`src/rtl/core/ssir_pkg.sv`:
```
// Package for the sorted set insert/remove block.
// Holds request and outcome codes, field widths and the cell control struct.
// No dependencies.
package ssir_pkg;

    // Default number of entries in the store.
    localparam int CAPACITY_DEFAULT = 64;

    // Field widths of the stream payloads.
    localparam int VALUE_W   = 32;
    localparam int OUTCOME_W = 3;
    localparam int POS_OUT_W = 7;
    localparam int CNT_OUT_W = 7;

    // Packed stream widths, padded to whole bytes.
    localparam int S_TDATA_W = 40;
    localparam int M_TDATA_W = 24;

    // Request codes.
    localparam logic OP_INSERT = 1'b0;
    localparam logic OP_REMOVE = 1'b1;

    // Outcome codes.
    localparam logic [OUTCOME_W-1:0] OUT_INSERTED = 3'd0;
    localparam logic [OUTCOME_W-1:0] OUT_PRESENT  = 3'd1;
    localparam logic [OUTCOME_W-1:0] OUT_REMOVED  = 3'd2;
    localparam logic [OUTCOME_W-1:0] OUT_NOTFOUND = 3'd3;
    localparam logic [OUTCOME_W-1:0] OUT_FULL     = 3'd4;

    // Control broadcast to every cell of the chain.
    typedef struct packed {
        logic cmp_en;     // capture the compare flags
        logic do_insert;  // shift up above the insert point
        logic do_remove;  // shift down over the removed entry
    } cell_ctl_t;

endpackage

```
`src/rtl/core/ssir_cell.sv`:
```
// One storage cell of the sorted chain: holds a value and an occupied bit.
// Compares its value with the request and shifts with its neighbors.
// Depends on ssir_pkg.
module ssir_cell
    import ssir_pkg::*;
(
    input  logic                      clk,
    input  logic                      rst_n,
    input  cell_ctl_t                 ctl,
    input  logic signed [VALUE_W-1:0] key,
    // Neighbor below (lower index).
    input  logic signed [VALUE_W-1:0] below_value,
    input  logic                      below_valid,
    input  logic                      below_lt,
    // Neighbor above (higher index).
    input  logic signed [VALUE_W-1:0] above_value,
    input  logic                      above_valid,
    // Cell state and flags.
    output logic signed [VALUE_W-1:0] value,
    output logic                      valid,
    output logic                      lt,
    output logic                      eq
);

    logic signed [VALUE_W-1:0] value_reg;
    logic signed [VALUE_W-1:0] value_next;
    logic                      valid_reg;
    logic                      valid_next;
    logic                      lt_reg;
    logic                      eq_reg;

    // Cells below the insert or remove point keep their entry; the others take the key or a neighbor's entry.
    always_comb
    begin
        value_next = value_reg;
        valid_next = valid_reg;
        if (ctl.do_insert && !lt_reg) begin
            if (below_lt) begin
                value_next = key;
                valid_next = 1'b1;
            end else begin
                value_next = below_value;
                valid_next = below_valid;
            end
        end else if (ctl.do_remove && !lt_reg) begin
            value_next = above_value;
            valid_next = above_valid;
        end
    end

    // Occupied bit and compare flags.
    always_ff @(posedge clk or negedge rst_n)
    begin
        if (!rst_n) begin
            valid_reg <= 1'b0;
            lt_reg    <= 1'b0;
            eq_reg    <= 1'b0;
        end else begin
            valid_reg <= valid_next;
            if (ctl.cmp_en) begin
                lt_reg <= valid_reg && (value_reg < key);
                eq_reg <= valid_reg && (value_reg == key);
            end
        end
    end

    // Stored value.
    always_ff @(posedge clk)
    begin
        value_reg <= value_next;
    end

    assign value = value_reg;
    assign valid = valid_reg;
    assign lt    = lt_reg;
    assign eq    = eq_reg;

endmodule

```
`config.mk`:
```
export PLATFORM = sky130hd
export DESIGN_NAME = ssir_cell
export DESIGN_NICKNAME = d
export VERILOG_FILES = /design/src/rtl/core/ssir_pkg.sv /design/src/rtl/core/ssir_cell.sv
export SDC_FILE = /design/constraint.sdc
export NUM_CORES = 1
export LEC_CHECK = 0
export BUFFER_PORTS_ARGS = -buffer_cell sky130_fd_sc_hd__buf_2
export CAP_MARGIN = 20
export CORE_MARGIN = 2
export CORE_UTILIZATION = 40
export CTS_CLUSTER_SIZE = 12
export DETAILED_ROUTE_END_ITERATION = 16
export GPL_TIMING_DRIVEN = 0
export PLACE_DENSITY = 0.81
export SETUP_SLACK_MARGIN = 0.02
export SYNTH_ARGS = -nofsm -noshare
export SYNTH_HDL_FRONTEND = slang
export SYNTH_SLANG_ARGS = --single-unit
```
`constraint.sdc`:
```
create_clock -name clk -period 3.9 [get_ports clk]
set_input_delay 0.195 -clock clk [delete_from_list [all_inputs] [get_ports clk]]
set_output_delay 0.195 -clock clk [all_outputs]
set_load 0.02 [all_outputs]
```
==> impl_results.md, run 1 <==
- F_max: 511.5 MHz
- First-pass GRT wire length: 10920 um
- Logic pwr share: 45.9%
- Mean Syn Cell Area: 9.467 um2
- Final setup fails: 0
- # Post-CTS Setup Buffers: 0
- Mapped cell area: 2575 um2
- GPL Wtd Cong: 0.8247
- Clock Skews: 2.703 ps
- Final hold violations: 0
- H-tree Lvls: 2
- Final worst path period share: 50.13%
- DP Wirelength: 5549 um
- Root Buffer: clkbuf_8
- Worst slew pin tran: 1009 ps
- Core Area: 6277 um2
- Synth warnings: 0
- Largest cells by area after synthesis: edfxtp_1, ha_1, mux2i_1, nand2_1, o21ai_1
- Row Count: 29
- Hold Crit Depth: 2
- Die X: 84.24 um
- Final min period: 1955 ps
- Pins Over Slew Limit: 0
- Vias in the first global route: 2452
- Psw: 0.7058 mW
- Routed Wire Length: 6886 um
- Crit Path Max Fanout: 5
- Final net count: 553
- Reg2reg setup slack: 1940 ps
- Synthesized Nets: 408
- Max-Cap Viols: 0
- GRT Overall Usage: 18.96%
- Placement-stage cell area: 3364 um2
- CTS tree: done
- Slew margin rel.: 32.56%
- DR DRC count: 0
- Share of layout cells above drive strength 1: 36.84%
- Die area: 7096 um2
- Vias after detailed routing: 2501
- Final design area excluding fillers: 3466 um2
- Sw Share: 41.22%
- WP data required: 4070 ps
- Total clock sinks: 35
- Largest net degree at the start of global routing: 34
- Die Height: 84.24 um
- DR vias/cell: 5.053
- Initial Util: 41.02%
- CTS buffer count: 5
- CP startpoint kind: register
- Max reg flops: 32
- Initial antenna violation count: 0
- HP Start: ctl[2]
- Port Buf Inserts: 137
- CTS clock-pin slew for the worst setup and hold paths: 70 ps
- Sequential element share of the synthesized area: 40.23%
- Yosys top cell area share: 37.32%
- #FFs+latches synth: 35
- CTS Buffer Depth: 2
- Pwr Density: 494.1 nW/um2
- LEAKAGE: 1.841 nW
- Count leader, synth: nand2_1
- Hold Path Class: input pin to register
- # IOs: 139
- Post-DRT Antenna Nets: 0
- Total congestion overflow: 0
- Reg power frac: 37.9%
- CTS resizes: 0
- Violation count after the first detailed-routing iteration: 119
- Worst reg2reg path depth: 6
- Post-synth EDFFs: 32
- Internal power: 1.007 mW
- R2R Path Start: value[31]
- Post-synth cell types: 32
- Hold WS: 186.6 ps
- Setup TNS: 0 ps
- N_diodes: 0
- Commonest cells post-synth: nand2_1, inv_1
- Arrival @ worst endpoint: 2120 ps
- First-pass DRT Iterations: 4
- RSZ-0062 raised after global routing: no
- Area leader, netlist: edfxtp_1
- Hold-critical path endpoint: eq
- Avg WL per Cell: 13.91 um
- Critical Path Sink Type: register
- Outcome: finished clean
- Crit path kind: register to register
- Peak VDD IR: 271.2 uV
- Ys async rst share: 8.571%
- Clk Latency, worst-skew pair: 280 ps
- Area Growth Syn to Fin: 34.60%
- Cells after synthesis: 272
- Clock power share: 16.2%
- Worst flop-to-flop path endpoint: lt
- Primary FF master, synth: edfxtp_1
==> layout by cell type, fill, tap and decap left out, types with 5 or more instances in the layout <==
cell,netlist,final
a21oi_1,14,14
buf_2,4,141
clkbuf_1,6,7
clkbuf_8,0,6
edfxtp_1,32,32
ha_1,32,32
inv_1,35,35
mux2i_1,32,32
nand2_1,43,43
nand4_1,5,5
nor2_1,6,5
o21ai_0,5,5
o21ai_1,32,32
==> final cells by class <==
cell class                      instances  area [um2]
Sequential cell                        35        1036
Tap cell                               77       96.34
Multi-Input combinational cell        191        1369
Buffer                                 11       46.29
Timing Repair Buffer                  138       695.7
Inverter                               35       131.4
Clock inverter                          1       5.005
Clock buffer                            7       86.33
Fill cell                             597        2811
==> repair_timing <==
item                       4_1_cts  5_1_grt
setup endpoints to repair        0        0
hold endpoints to repair         3        0
hold buffers                     1        0
==> worst max path at each step <==
stage,startpoint,to,slack [ps]
CTS,value[31],lt,1930
floorplan,lt,valid,1550
global route,value[31],lt,1790
finish,value[31],lt,1940
detailed placement,value[31],lt,1940
global placement,lt,valid,760
==> critical path, stage by stage, from the launching register on <==
cell and delay [ps]:
edfxtp_1 430, ha_1 400, nand4_2 180, nor4_2 360, nand4_1 200, a21oi_1 200
o21ai_2 80
==> per-stage QoR <==
stage                     cells  setup WS (ps)  utilization (%)  total power [mW]
after floorplan             272           1552                -             1.152
after global placement      486          760.3            53.48             1.415
after detailed placement    486           1940            53.60             1.446
after CTS                   495           1926            55.21             1.726
after global routing        495           1792            55.21             1.828
final                       495           1945            55.21             1.712
==> layer usage <==
layer	GRT usage, %	up-vias	part of all wire, %
met3	2.557	6	5.1
met5	0	-	0
met2	35.28	91	53
met1	22.43	1151	41
li1	-	1253	-
met4	6.012	0	0.94
==> cells by family (layout without fill, tap and decap cells) <==
family,after synthesis,count (layout),share of synthesized area [%]
adders and majority gates,32,32,15.55
buffers and inverters,46,192,6.900
and+or+nand+nor,65,65,11.47
DFF,35,35,40.23
AOI/OAI and AO/OA,62,62,13.41
muxes,32,32,12.44
==> power by group through the flow <==
stage / clock network (mW) / logic (mW) / registers (mW)
after global placement: 0 / 0.761 / 0.654
after global routing: 0.297 / 0.870 / 0.661
after CTS: 0.285 / 0.793 / 0.649
after detailed placement: 0 / 0.790 / 0.656
after floorplan: 0 / 0.367 / 0.785
final: 0.277 / 0.787 / 0.649
Note: power is estimated with default switching activity, not from simulation.
==> run 2, diff against run 1 <==
PLACE_DENSITY = 0.84   (was 0.81)
clock period = 1.7 ns   (was 3.9 ns; I/O delays follow)
==> run 2 against run 1 <==
- the flow now finishes with violations (setup timing)
- critical path depth up 1
- die area unchanged
- sequential share of layout area fell by 1.6 points
- worst setup slack got worse by 2000 ps
- global-route usage increased by 1.9 points
- first-iteration DRC count up 4.2%
- flip-flop and latch count unchanged
- total power up 140%
- register-to-register slack lost 2000 ps
- final area is 5.6% higher
- combinational power rose to 2.5 times the previous value
- non-clock buffer count grew 6
==> impl_results.md, run 2 (same netlist as run 1, synthesis figures left out) <==
- Avg WL per Cell: 14.68 um (+5.5%)
- Filler cells: 571 (-4.4%)
- Total congestion overflow: 0 (unchanged)
- Die area: 7096 um2 (unchanged)
- Die X: 84.24 um (unchanged)
- Final setup fails: 2 (+2)
- Hold-critical path endpoint: value[7]
- Failing checks: setup timing
- WP data required: 1920 ps (-2150 ps)
- Row Count: 29 (unchanged)
- Initial antenna violation count: 0 (unchanged)
- Worst flop-to-flop path endpoint: lt
- F_max: 558.3 MHz (+9.1%)
- Buf/Inv on CP: 0 (unchanged)
- DP Cell Count: 486 (unchanged)
- CP cell instances: ha_1 > and2_4 > a221o_1 > nand2_1 > o211ai_1 > or2_1 > o21ai_2
- Initial Util: 41.02% (unchanged)
- Crit Path Max Fanout: 2 (-3)
- Worst reg2reg path depth: 7 (+1)
- Arrival @ worst endpoint: 2020 ps (-100 ps)
- CTS tree: done
- DP Wirelength: 5657 um (+1.9%)
- Commonest cells after routing, fill and taps aside: buf_2, nand2_1, inv_1
- Top Family by Delay on Critical Path: compound AO/OA/AOI/OAI gates
- Port Buf Inserts: 137 (unchanged)
- Max-Cap Viols: 0 (unchanged)
- Final hold violations: 0 (unchanged)
- Final min period: 1791 ps (-163.8 ps)
- Reg2reg setup slack: -90 ps (-2040 ps)
- Outcome: finished, violations left
- Violation count after the first detailed-routing iteration: 124 (+4.2%)
- Hold Path Class: input pin to register
- Die Height: 84.24 um (unchanged)
- DR DRC count: 0 (unchanged)
- Pwr Density: 1129 nW/um2 (+130%)
- CTS clock-pin slew for the worst setup and hold paths: 80 ps (about the same)
- Root Buffer: clkbuf_8
- First-pass DRT Iterations: 4 (unchanged)
- Final worst path period share: 105.4% (+55 points)
- CTS Buffer Depth: 2 (unchanged)
- Post-DRT Antenna Nets: 0 (unchanged)
- Final WS setup: -91.31 ps (-2036 ps)
- Pins Over Slew Limit: 0 (unchanged)
- HP Start: above_value[7]
- Routed Wire Length: 7369 um (+7.0%)
- Largest net degree at the start of global routing: 18 (-47%)
- Setup WS pre-CTS: -196.2 ps (-2136 ps)
- Total clock sinks: 35 (unchanged)
- Area Growth Syn to Fin: 42.13%
- Sequential cell area: 1036 um2 (unchanged)
- Max reg flops: 32 (unchanged)
- Hold Crit Depth: 3 (+1)
- Layout Cells excl Fill: 502 (+1.4%)
- Clk Latency, worst-skew pair: 290 ps (about the same)
- GPL Wtd Cong: 0.8123 (-1.5%)
- R2R Path Start: value[19]
- N_diodes: 0 (unchanged)
- Util after Layout: 58.30% (+3.1 points)
- CTS buffer count: 5 (unchanged)
- LEAKAGE: 1.899 nW (+3.2%)
- Vias after detailed routing: 2545 (+1.8%)
- Core Area: 6277 um2 (unchanged)
- Vias in the first global route: 2610 (+6.4%)
- Area of the multi-input gates: 1510 um2 (+10%)
- Hold WS: 72.72 ps (-113.9 ps)
- Clock Skews: 4.348 ps (+1.645 ps)
- Peak VDD IR: 511.7 uV (+89%)
- # IOs: 139 (unchanged)
- DR vias/cell: 5.070 (+0.34%)
- Critical Path Max Stage Delay: 410 ps (-20 ps)
- Crit path kind: register to register
- GRT Overall Usage: 20.85% (+1.9 points)
- Critical Path Sink Type: register
- CP startpoint kind: register
- Critical-path top delay cell: edfxtp_1
- Critical Path Start: value[19]
- Final net count: 560 (+1.3%)
- Worst slew pin tran: 935.6 ps (-73.50 ps)
- RSZ-0062 raised after global routing: yes
- H-tree Lvls: 2 (unchanged)
- First-pass GRT wire length: 11900 um (+9.0%)
- Commonest non-fill, non-tap cell in the layout: buf_2
- Share of layout cells above drive strength 1: 41.41% (+4.6 points)
- Slew margin rel.: 37.56% (+5.0 points)
run 2: changes by cell type in the layout (fill, tap and decap cells not counted), sizes merged:
cell / change
clkbuf: -1
buf: +7
nor2: +1
run 2: layer usage:
metal	part of all wire, %	up-vias	track usage (%)
met2	53	84	39.11
met4	1.3	0	7.038
met5	0	-	0
met1	41	1183	23.84
li1	-	1269	-
met3	4.7	9	3.441
run 2: cell type report:
type                       count  share of cell area [%]
clock inverter                 1                  0.1026
buffer                        11                   1.504
multi-input combinational    192                   41.27
timing repair buffer         144                   20.24
inverter                      35                   3.590
sequential                    35                   28.31
clock buffer                   7                   2.359
tap                           77                   2.632
run 2: stage by stage:
| step | power, mW | area [um2] | TNS [ps] |
|---|---|---|---|
| after CTS | 4.044 | 3546 | -212.9 |
| final | 4.133 | 3660 | -129.6 |
| after detailed placement | 3.334 | 3377 | -341.8 |
| after global placement | 3.260 | 3377 | -232.7 |
| after global routing | 4.423 | 3660 | -251.6 |
| after floorplan | 2.658 | 2595 | -78.17 |
run 2: worst max-delay path by stage:
stage | slack (ps) | endpoint | cells after the start
after floorplan | -80 | lt | 7
after global placement | -190 | lt | 6
after detailed placement | -200 | lt | 6
after CTS | -130 | lt | 7
after global routing | -160 | lt | 8
final | -90 | lt | 7
run 2: timing repair:
action	CTS	global route
hold buffers	1	0
endpoints found under the hold margin	3	0
pin swaps	6	9
setup buffers	3	3
gates cloned	1	0
setup endpoints to repair	4	27
gates resized for setup	7	17
run 2: worst register-to-register path, stage by stage, from the launching register on:
cell and delay, ps:
edfxtp_1 410, ha_1 310, and2_4 170, a221o_1 300
nand2_1 70, o211ai_1 120, or2_1 240, o21ai_2 100
run 2: power by group:
part | leakage (nW) | switching, mW | internal, mW | total (mW)
Sequential | 0.361 | 0.184 | 1.32 | 1.51
Clock | 0.0459 | 0.315 | 0.325 | 0.641
Combinational | 1.49 | 1.22 | 0.765 | 1.98
Total | 1.90 | 1.72 | 2.41 | 4.13
