$ cat src/rtl/core/ssir_pkg.sv
// Package for the sorted set insert/remove block.
// Holds request and outcome codes, field widths and the cell control struct.
// No dependencies.
package ssir_pkg;

    // Default number of entries in the store.
    localparam int CAPACITY_DEFAULT = 64;

    // Field widths of the stream payloads.
    localparam int VALUE_W   = 32;
    localparam int OUTCOME_W = 3;
    localparam int POS_OUT_W = 7;
    localparam int CNT_OUT_W = 7;

    // Packed stream widths, padded to whole bytes.
    localparam int S_TDATA_W = 40;
    localparam int M_TDATA_W = 24;

    // Request codes.
    localparam logic OP_INSERT = 1'b0;
    localparam logic OP_REMOVE = 1'b1;

    // Outcome codes.
    localparam logic [OUTCOME_W-1:0] OUT_INSERTED = 3'd0;
    localparam logic [OUTCOME_W-1:0] OUT_PRESENT  = 3'd1;
    localparam logic [OUTCOME_W-1:0] OUT_REMOVED  = 3'd2;
    localparam logic [OUTCOME_W-1:0] OUT_NOTFOUND = 3'd3;
    localparam logic [OUTCOME_W-1:0] OUT_FULL     = 3'd4;

    // Control broadcast to every cell of the chain.
    typedef struct packed {
        logic cmp_en;     // capture the compare flags
        logic do_insert;  // shift up above the insert point
        logic do_remove;  // shift down over the removed entry
    } cell_ctl_t;

endpackage

$ cat src/rtl/core/ssir_pos_enc.sv
// Turns the chain's thermometer of less-than flags into the insert position.
// The position is the index of the first cell whose entry is not less.
// Depends on ssir_pkg.
module ssir_pos_enc
    import ssir_pkg::*;
#(
    parameter int CAPACITY = CAPACITY_DEFAULT,
    parameter int PW       = $clog2(CAPACITY + 1)
)
(
    input  logic [CAPACITY-1:0] lt,
    output logic [PW-1:0]       pos
);

    // Mark the boundary cell and OR its index into the result.
    always_comb
    begin
        pos = '0;
        for (int i = 0; i < CAPACITY; i++) begin
            if (!lt[i] && ((i == 0) || lt[(i == 0) ? 0 : i - 1])) begin
                pos = pos | PW'(i);
            end
        end
        if (lt[CAPACITY-1]) begin
            pos = pos | PW'(CAPACITY);
        end
    end

endmodule
$ cat config.mk
export PLATFORM = sky130hd
export DESIGN_NAME = ssir_pos_enc
export DESIGN_NICKNAME = d
export VERILOG_FILES = /design/src/rtl/core/ssir_pkg.sv /design/src/rtl/core/ssir_pos_enc.sv
export SDC_FILE = /design/constraint.sdc
export NUM_CORES = 1
export LEC_CHECK = 0
export BUFFER_PORTS_ARGS = -buffer_cell sky130_fd_sc_hd__buf_4
export CAP_MARGIN = 10
export CORE_UTILIZATION = 39
export DETAILED_ROUTE_END_ITERATION = 16
export PLACE_DENSITY = 0.91
export SYNTH_ARGS = -nofsm -noshare
export SYNTH_HDL_FRONTEND = slang
export SYNTH_SLANG_ARGS = --single-unit
$ cat constraint.sdc
create_clock -name vclk -period 1.1
set_input_delay 0.165 -clock vclk [all_inputs]
set_output_delay 0.165 -clock vclk [all_outputs]
set_load 0.05 [all_outputs]
==> results.toml, run 1 <==
[outcome]
status = "did not finish"
stop_stage = "5_1_grt"
tool.error = "[ERROR GRT-0232] Routing congestion too high. Check the congestion heatmap in the GUI."

[synthesis]
synth_area_leaders = "nand2b_1 (24%), o2111ai_1 (14%), inv_1 (9.9%)"
synth_top_area_cell = "nand2b_1"
synth_fp_nets = 184
syn_area_um2 = 758
synth_cells = 120
ys_types = 18
ys_top_cells_by_count = "nand2b_1 (29), inv_1 (20), o2111ai_1 (12), nand4_1 (8), o21ai_0 (8)"
synth_warnings = 0
synth.yosys.seq_area_share_pct = 0
synth_most_common_cell = "nand2b_1"
synth_top_area_share_pct = 23.9
syn_area_per_cell_um2 = 6.32

[grt]
grt_max_degree = 4
track_usage_pct = 85.2
grt_overflow = 122

[clock_network]
holdBufCountCts = 0

[floorplan]
io_pins = 71
die_x_um = 46.1
rows = 15
start_util_pct = 42.5
die_y_um = 46.1

[timing]
worst_endpoint = "pos[0]"
worstEndpointType = "top-level output"

[place]
dp_slack_ps = -335
dp_hpwl_um = 3080
dp.cells = 232
gp_congestion = 0.928
numPortBuffers = 71
per-layer routing:
metal	global-route usage, %	GRT overflow
met3	47.8	0
met1	74.9	0
met4	116	47
met2	118	75
met5	0	0
stage by stage:
| step | util [%] | cell area (um^2) | hold WS [ps] |
|---|---|---|---|
| after floorplan | - | 857 | 497 |
| after global placement | 86.5 | 1540 | 596 |
| after detailed placement | 86.5 | 1540 | 596 |
| after CTS | 94.5 | 1680 | 597 |
cells by family after synthesis:
| family | Yosys count | share of synthesized area [%] |
|---|---|---|
| compound gates | 26 | 28.4 |
| buf+inv | 21 | 10.9 |
| simple gates | 73 | 60.7 |
what timing repair did:
action,CTS
endpoints found under the hold margin,0
buffers inserted,3
gates cloned,0
resized for setup,27
pin swaps,10
setup endpoints to repair,6
==> run 2, diff against run 1 <==
--- a/config.mk
+++ b/config.mk
@@ -7,9 +7,10 @@
 export LEC_CHECK = 0
 export BUFFER_PORTS_ARGS = -buffer_cell sky130_fd_sc_hd__buf_4
 export CAP_MARGIN = 10
-export CORE_UTILIZATION = 39
+export CORE_AREA = 2 2 63 65
 export DETAILED_ROUTE_END_ITERATION = 16
-export PLACE_DENSITY = 0.91
+export DIE_AREA = 0 0 65 67
+export PLACE_DENSITY_LB_ADDON = 0.15
 export SYNTH_ARGS = -nofsm -noshare
 export SYNTH_HDL_FRONTEND = slang
 export SYNTH_SLANG_ARGS = --single-unit
==> results.toml, run 2 <==
[outcome]
status = "complete, but fails checks"
violations = "setup timing"

[place]
gp_congestion = 0.904
dp_hpwl_um = 3230
numPortBuffers = 71
place_area_um2 = 1620

[floorplan]
io_pins = 71
start_util_pct = 21.0
rows = 22
fp.dieArea_um2 = 4360
core_area_um2 = 3610
die_y_um = 67
die_x_um = 65

[min_path]
hold_class = "in2out"

[grt]
grt_pass1_vias = 1291
track_usage_pct = 16.4
grt_pass1_wl_um = 5760
antenna_found_initial = 0
grt_max_degree = 4
grt_overflow = 0

[worst_setup_path]
end_kind = "output pin"
startpoint_type = "primary input"
cp_max_fo = 2
critical_path_class = "in2out"
required_ps = 940
cp.arrival_ps = 1240

[finish]
stdcell_area_um2 = 1820
drive_above_1_share_pct = 61.3
nNetsFinal = 283
seqCellArea_um2 = 0
fillers = 377
most-common-layout-cells = "buf_4 (83), nand2b_1 (20), inv_1 (18), buf_6 (13), nand2b_4 (12)"
seq_cells = 0
multi_input_area_um2 = 882
area_delta_synth_final_pct = 140
final_util_pct = 50.4
clock_buffers = 0
n_antenna_cell = 0
final_common_cell = "buf_4"

[synthesis]
synth_warnings = 0
ys_top_cells_by_count = "nand2b_1 (29), inv_1 (20), o2111ai_1 (12), nand4_1 (8), o21ai_0 (8)"
synth_fp_nets = 184
synth_most_common_cell = "nand2b_1"
synth_cells = 120
syn_area_um2 = 758
synth_top_area_share_pct = 23.9
synth_area_leaders = "nand2b_1 (24%), o2111ai_1 (14%), inv_1 (9.9%)"
synth.yosys.seq_area_share_pct = 0
synth_top_area_cell = "nand2b_1"
syn_area_per_cell_um2 = 6.32
ys_types = 18

[run]
cap_viol_max_count = 0

[routing]
dr.pass1.iters = 4
ant_nets = 0
via_per_inst = 4.77
drtIter0Drc = 34
drc = 0
drt-total-wl_um = 3730
vias = 1263
wl_per_cell_um = 14.1

[timing]
rsz0062_at_grt = "yes"
tightest_slew_ps = 385
worst_slack_ps = -306
slew-limit-headroom_pct = 74.3
fin_crit_sh_pct = 128
hold_violations = 0
fmax_ghz = 0.711
slew_viol_final = 0
min_period_ps = 1410
setup_viol = 6

[clock_network]
holdBufCountCts = 0

[power]
ir_drop_mv = 0.155
power_leakage_nw = 0.880
p_per_area_nw_per_um2 = 358
[run 2: cell counts after synthesis]
No cell type changed its count.
[run 2: metal layers]
layer	share of wire [%]	track usage, %	vias up	wire length (um)
met2	50	30.3	54	1870
met4	0	0.266	0	0
met3	7.2	1.52	0	267
li1	-	-	634	-
met5	0	0	-	0
met1	43	21.8	575	1600
[run 2: through the flow]
stage	worst slack, ps	setup TNS [ps]	hold slack, ps	cells	power, mW
finish	-306	-1520	597	265	0.650
global route	-397	-1990	604	265	0.700
CTS	-325	-1490	599	264	0.602
detailed placement	-356	-1700	598	262	0.567
global placement	-337	-1710	596	262	0.568
floorplan	-297	-725	497	120	0.230
[run 2: kinds of logic (layout without fill, tap and decap cells)]
kind of cell / count (synthesis) / in the layout / share of synthesized area [%]
compound gates: 26 / 26 / 28.4
buf+inv: 21 / 118 / 10.9
simple gates: 73 / 73 / 60.7
[run 2: what timing repair did]
item	in CTS	in global routing
gates resized for setup	21	16
buffers inserted	2	1
setup endpoints to repair	6	6
pin swaps	6	3
endpoints found under the hold margin	0	0
[run 2: area by class of cell]
| cell class | count | share of cell area [%] |
|---|---|---|
| Tap cell | 48 | 3.31 |
| Timing Repair Buffer | 98 | 44.0 |
| Inverter | 20 | 4.13 |
| Multi-Input combinational cell | 99 | 48.6 |
[run 2: power breakdown]
part	total, mW	switching [mW]	internal (mW)
registers	0	0	0
clock network	0	0	0
logic	0.650	0.277	0.373
total	0.650	0.277	0.373
[run 2: worst max-delay path, stage by stage]
cell and delay, ps:
buf_6 90, or2b_1 190, o2111ai_4 130, nor4_4 320
nand4_1 160, buf_6 180
[run 2: worst paths after layout]
kind,start,to,cells after the start
setup / recovery,lt[48],pos[0],6
hold / removal,lt[63],pos[6],2
Note: power is estimated with default switching activity, not from simulation.
==> run 3, diff against run 2 <==
==> constraint.sdc (replaced) <==
create_clock -name vclk -period 1.27
set_input_delay 0.1905 -clock vclk [all_inputs]
set_output_delay 0.1905 -clock vclk [all_outputs]
set_load 0.05 [all_outputs]
==> results.toml, run 3 (synthesis results as in run 2) <==
[floorplan]
io_pins = 71
fp.dieArea_um2 = 4360
start_util_pct = 21.0
die_y_um = 67
die_x_um = 65
rows = 22
core_area_um2 = 3610

[routing]
drt-total-wl_um = 3910
drtIter0Drc = 45
ant_nets = 0
via_per_inst = 4.84
vias = 1301
wl_per_cell_um = 14.5
drc = 0
dr.pass1.iters = 4

[finish]
drive_above_1_share_pct = 67.9
final_util_pct = 54.1
seq_cells = 0
stdcell_area_um2 = 1950
final_common_cell = "buf_4"
clock_buffers = 0
nNetsFinal = 287
most-common-layout-cells = "buf_4 (83), inv_1 (19), nand2b_4 (17), buf_6 (17), nand2b_1 (14)"
n_antenna_cell = 0
area_delta_synth_final_pct = 157
seqCellArea_um2 = 0
multi_input_area_um2 = 971
fillers = 357

[grt]
antenna_found_initial = 0
grt_overflow = 0
grt_pass1_wl_um = 6350
grt_pass1_vias = 1421
grt_max_degree = 4
track_usage_pct = 18.3

[place]
gp_congestion = 0.861
dp_slack_ps = -230
numPortBuffers = 71
place_area_um2 = 1610
dp_hpwl_um = 3330

[timing]
fin_crit_sh_pct = 113
fin_setup_tns_ps = -648
tightest_slew_ps = 317
slew_viol_final = 0
slew-limit-headroom_pct = 78.7
hold_violations = 0
whs_ps = 647
worst_slack_ps = -171
rsz0062_at_grt = "yes"
min_period_ps = 1440
fmax_ghz = 0.694
setup_viol = 6

[worst_setup_path]
critPathMaxStageDelay_ps = 310
cp.arrival_ps = 1250
cp_common_cell = "buf_6"
cp_max_fo = 2
path_buf_inv = 2
crit_chain = "buf_6, or2b_1, o2111ai_4, nor4_4, nand4_1, buf_6"
required_ps = 1080
critical_path_class = "in2out"
startpoint_type = "primary input"
crit_path_top_delay_cell = "nor4_4"
critical_path.top_delay_family = "simple AND/OR/NAND/NOR gates"
end_kind = "output pin"

[power]
combPwrFrac_pct = 100.0
power.switching_mw = 0.260
clkPwrFrac_pct = 0
power_leakage_nw = 0.937
p_int_mw = 0.353
p_per_area_nw_per_um2 = 314
p_seq_share_pct = 0
switching_share_pct = 42.5
ir_drop_mv = 0.145

[outcome]
violations = "setup timing"
status = "complete, but fails checks"

[run]
cap_viol_max_count = 0

[min_path]
hold_class = "in2out"
-- run 3: cell types whose count changed in the layout (fill, tap and decap cells not counted), moves of 2 or more --
cell	previous run	this run
nand2b_1	20	14
nor3_1	4	1
o2111ai_1	8	6
buf_6	13	17
nor3_2	2	6
nand2b_4	12	17
-- run 3: power by group through the flow --
stage          combinational [mW]  clock (mW)  sequential (mW)
2_1_floorplan               0.184           0                0
3_3_place_gp                0.484           0                0
3_5_place_dp                0.487           0                0
4_1_cts                     0.596           0                0
5_1_grt                     0.659           0                0
6_report                    0.613           0                0
-- run 3: layout make-up --
type                            count  share of cell area (%)
Timing Repair Buffer              102                    43.3
Inverter                           20                    3.85
Tap cell                           48                    3.08
Multi-Input combinational cell     99                    49.8
-- run 3: what timing repair did --
action	in CTS	in global routing
pin swaps	19	9
setup endpoints to repair	6	6
endpoints found under the hold margin	0	0
buffers inserted	2	0
gates resized for setup	55	9
hold buffers	0	0
-- run 3: per-layer routing --
layer	GRT usage, %	share of wire (%)	routed length [um]	up-vias
li1	-	-	-	647
met1	22.1	41	1590	599
met2	35.3	52	2020	53
met3	2.53	7.3	287	2
met4	1.06	0.33	13	0
met5	0	0	0	-
-- run 3: final timing paths --
check | startpoint | end | cells past startpoint | slack, ps
hold / removal | lt[63] | pos[6] | 2 | 650
setup / recovery | lt[48] | pos[0] | 6 | -170
-- run 3: metrics by stage --
stage | instances | power [mW]
after detailed placement | 267 | 0.487
after floorplan | 120 | 0.184
after global placement | 267 | 0.484
after global routing | 269 | 0.659
after CTS | 269 | 0.596
final | 269 | 0.613
==> run 4, diff against run 3 <==
--- a/config.mk
+++ b/config.mk
@@ -7,6 +7,8 @@
 export LEC_CHECK = 0
 export BUFFER_PORTS_ARGS = -buffer_cell sky130_fd_sc_hd__buf_4
 export CAP_MARGIN = 10
+export CELL_PAD_IN_SITES_DETAIL_PLACEMENT = 1
+export CELL_PAD_IN_SITES_GLOBAL_PLACEMENT = 1
 export CORE_AREA = 2 2 63 65
 export DETAILED_ROUTE_END_ITERATION = 16
 export DIE_AREA = 0 0 65 67
==> results.toml, run 4 (synthesis results as in run 2) <==
[finish]
clock_buffers = 0
seqCellArea_um2 = 0
final_util_pct = 57.6
seq_cells = 0
final_common_cell = "buf_4"
most-common-layout-cells = "buf_4 (85), buf_6 (24), nand2b_4 (20), inv_1 (17), nand2b_1 (13)"
nNetsFinal = 295
stdcell_area_um2 = 2080
n_antenna_cell = 0
drive_above_1_share_pct = 69.9
area_delta_synth_final_pct = 174

[grt]
grt_max_degree = 4
grt_overflow = 0
track_usage_pct = 20.8
antenna_found_initial = 0
grt_pass1_wl_um = 7020
grt_pass1_vias = 1529

[place]
gp_congestion = 0.885
dp_hpwl_um = 3830
dp_slack_ps = -289
numPortBuffers = 71
place_area_um2 = 1650

[floorplan]
start_util_pct = 21.0
fp.dieArea_um2 = 4360
io_pins = 71
core_area_um2 = 3610
die_y_um = 67
rows = 22
die_x_um = 65

[worst_setup_path]
critical_path_class = "in2out"
required_ps = 1080
startpoint_type = "primary input"
crit_path_top_delay_cell = "nor4_4"
cp_max_fo = 2
cp_common_cell = "buf_6"
end_kind = "output pin"
crit_chain = "buf_6, or2b_1, o2111ai_4, nor4_4, nand4_1, buf_6"
critPathMaxStageDelay_ps = 330
cp.arrival_ps = 1330

[timing]
tightest_slew_ps = 429
slew_viol_final = 0
rsz0062_at_grt = "yes"
fmax_ghz = 0.659
min_period_ps = 1520
worst_slack_ps = -248
hold_violations = 0
setup_viol = 6
fin_crit_sh_pct = 120
slew-limit-headroom_pct = 71.1

[routing]
drc = 0
drtIter0Drc = 21
vias = 1362
ant_nets = 0
via_per_inst = 4.92
dr.pass1.iters = 4
drt-total-wl_um = 4760
wl_per_cell_um = 17.2

[power]
p_seq_share_pct = 0
power.switching_mw = 0.295
p_int_mw = 0.382
clkPwrFrac_pct = 0
ir_drop_mv = 0.114
power_leakage_nw = 1.00
p_per_area_nw_per_um2 = 326
switching_share_pct = 43.5
combPwrFrac_pct = 100.0

[run]
cap_viol_max_count = 0

[outcome]
status = "complete, but fails checks"
violations = "setup timing"

[min_path]
hold_class = "in2out"

[clock_network]
holdBufCountCts = 0
## run 4: final timing paths
| path | startpoint | end | slack [ps] | cells past startpoint |
|---|---|---|---|---|
| setup / recovery | lt[56] | pos[0] | -250 | 6 |
| hold / removal | lt[63] | pos[6] | 720 | 3 |
## run 4: metal layers
layer | vias to the layer above | part of all wire (%) | GRT usage (%)
met4 | 0 | 1.3 | 1.33
met1 | 645 | 40 | 24.5
met5 | - | 0 | 0
met2 | 50 | 54 | 42.7
met3 | 8 | 4.4 | 0.845
li1 | 659 | - | -
## run 4: layout make-up
class / count / area (um^2)
well taps: 48 / 60.1
inverters: 20 / 75.1
multi-input cells: 99 / 1020
fillers: 434 / 1530
repair buffers: 110 / 923
## run 4: worst max-delay path: cells and delay by family
kind	cells	cell delay [ps]
buf+inv	2	270
simple gates	3	700
compound gates	1	160
## run 4: power groups by stage
stage	Sequential [mW]	Combinational (mW)	Clock, mW
floorplan	0	0.184	0
global placement	0	0.491	0
detailed placement	0	0.505	0
CTS	0	0.590	0
global route	0	0.721	0
finish	0	0.677	0
## run 4: repair_timing
action,CTS,global route
endpoints found under the setup margin,6,6
setup buffers,4,2
pin swaps,18,13
gates resized for setup,45,29
## run 4: per-stage QoR
step | std cells | hold slack, ps | TNS (ps) | power, mW
final | 277 | 717 | -906 | 0.677
after global routing | 277 | 729 | -1270 | 0.721
after CTS | 275 | 645 | -821 | 0.590
after detailed placement | 272 | 645 | -1350 | 0.505
after global placement | 272 | 644 | -1210 | 0.491
after floorplan | 120 | 548 | -286 | 0.184
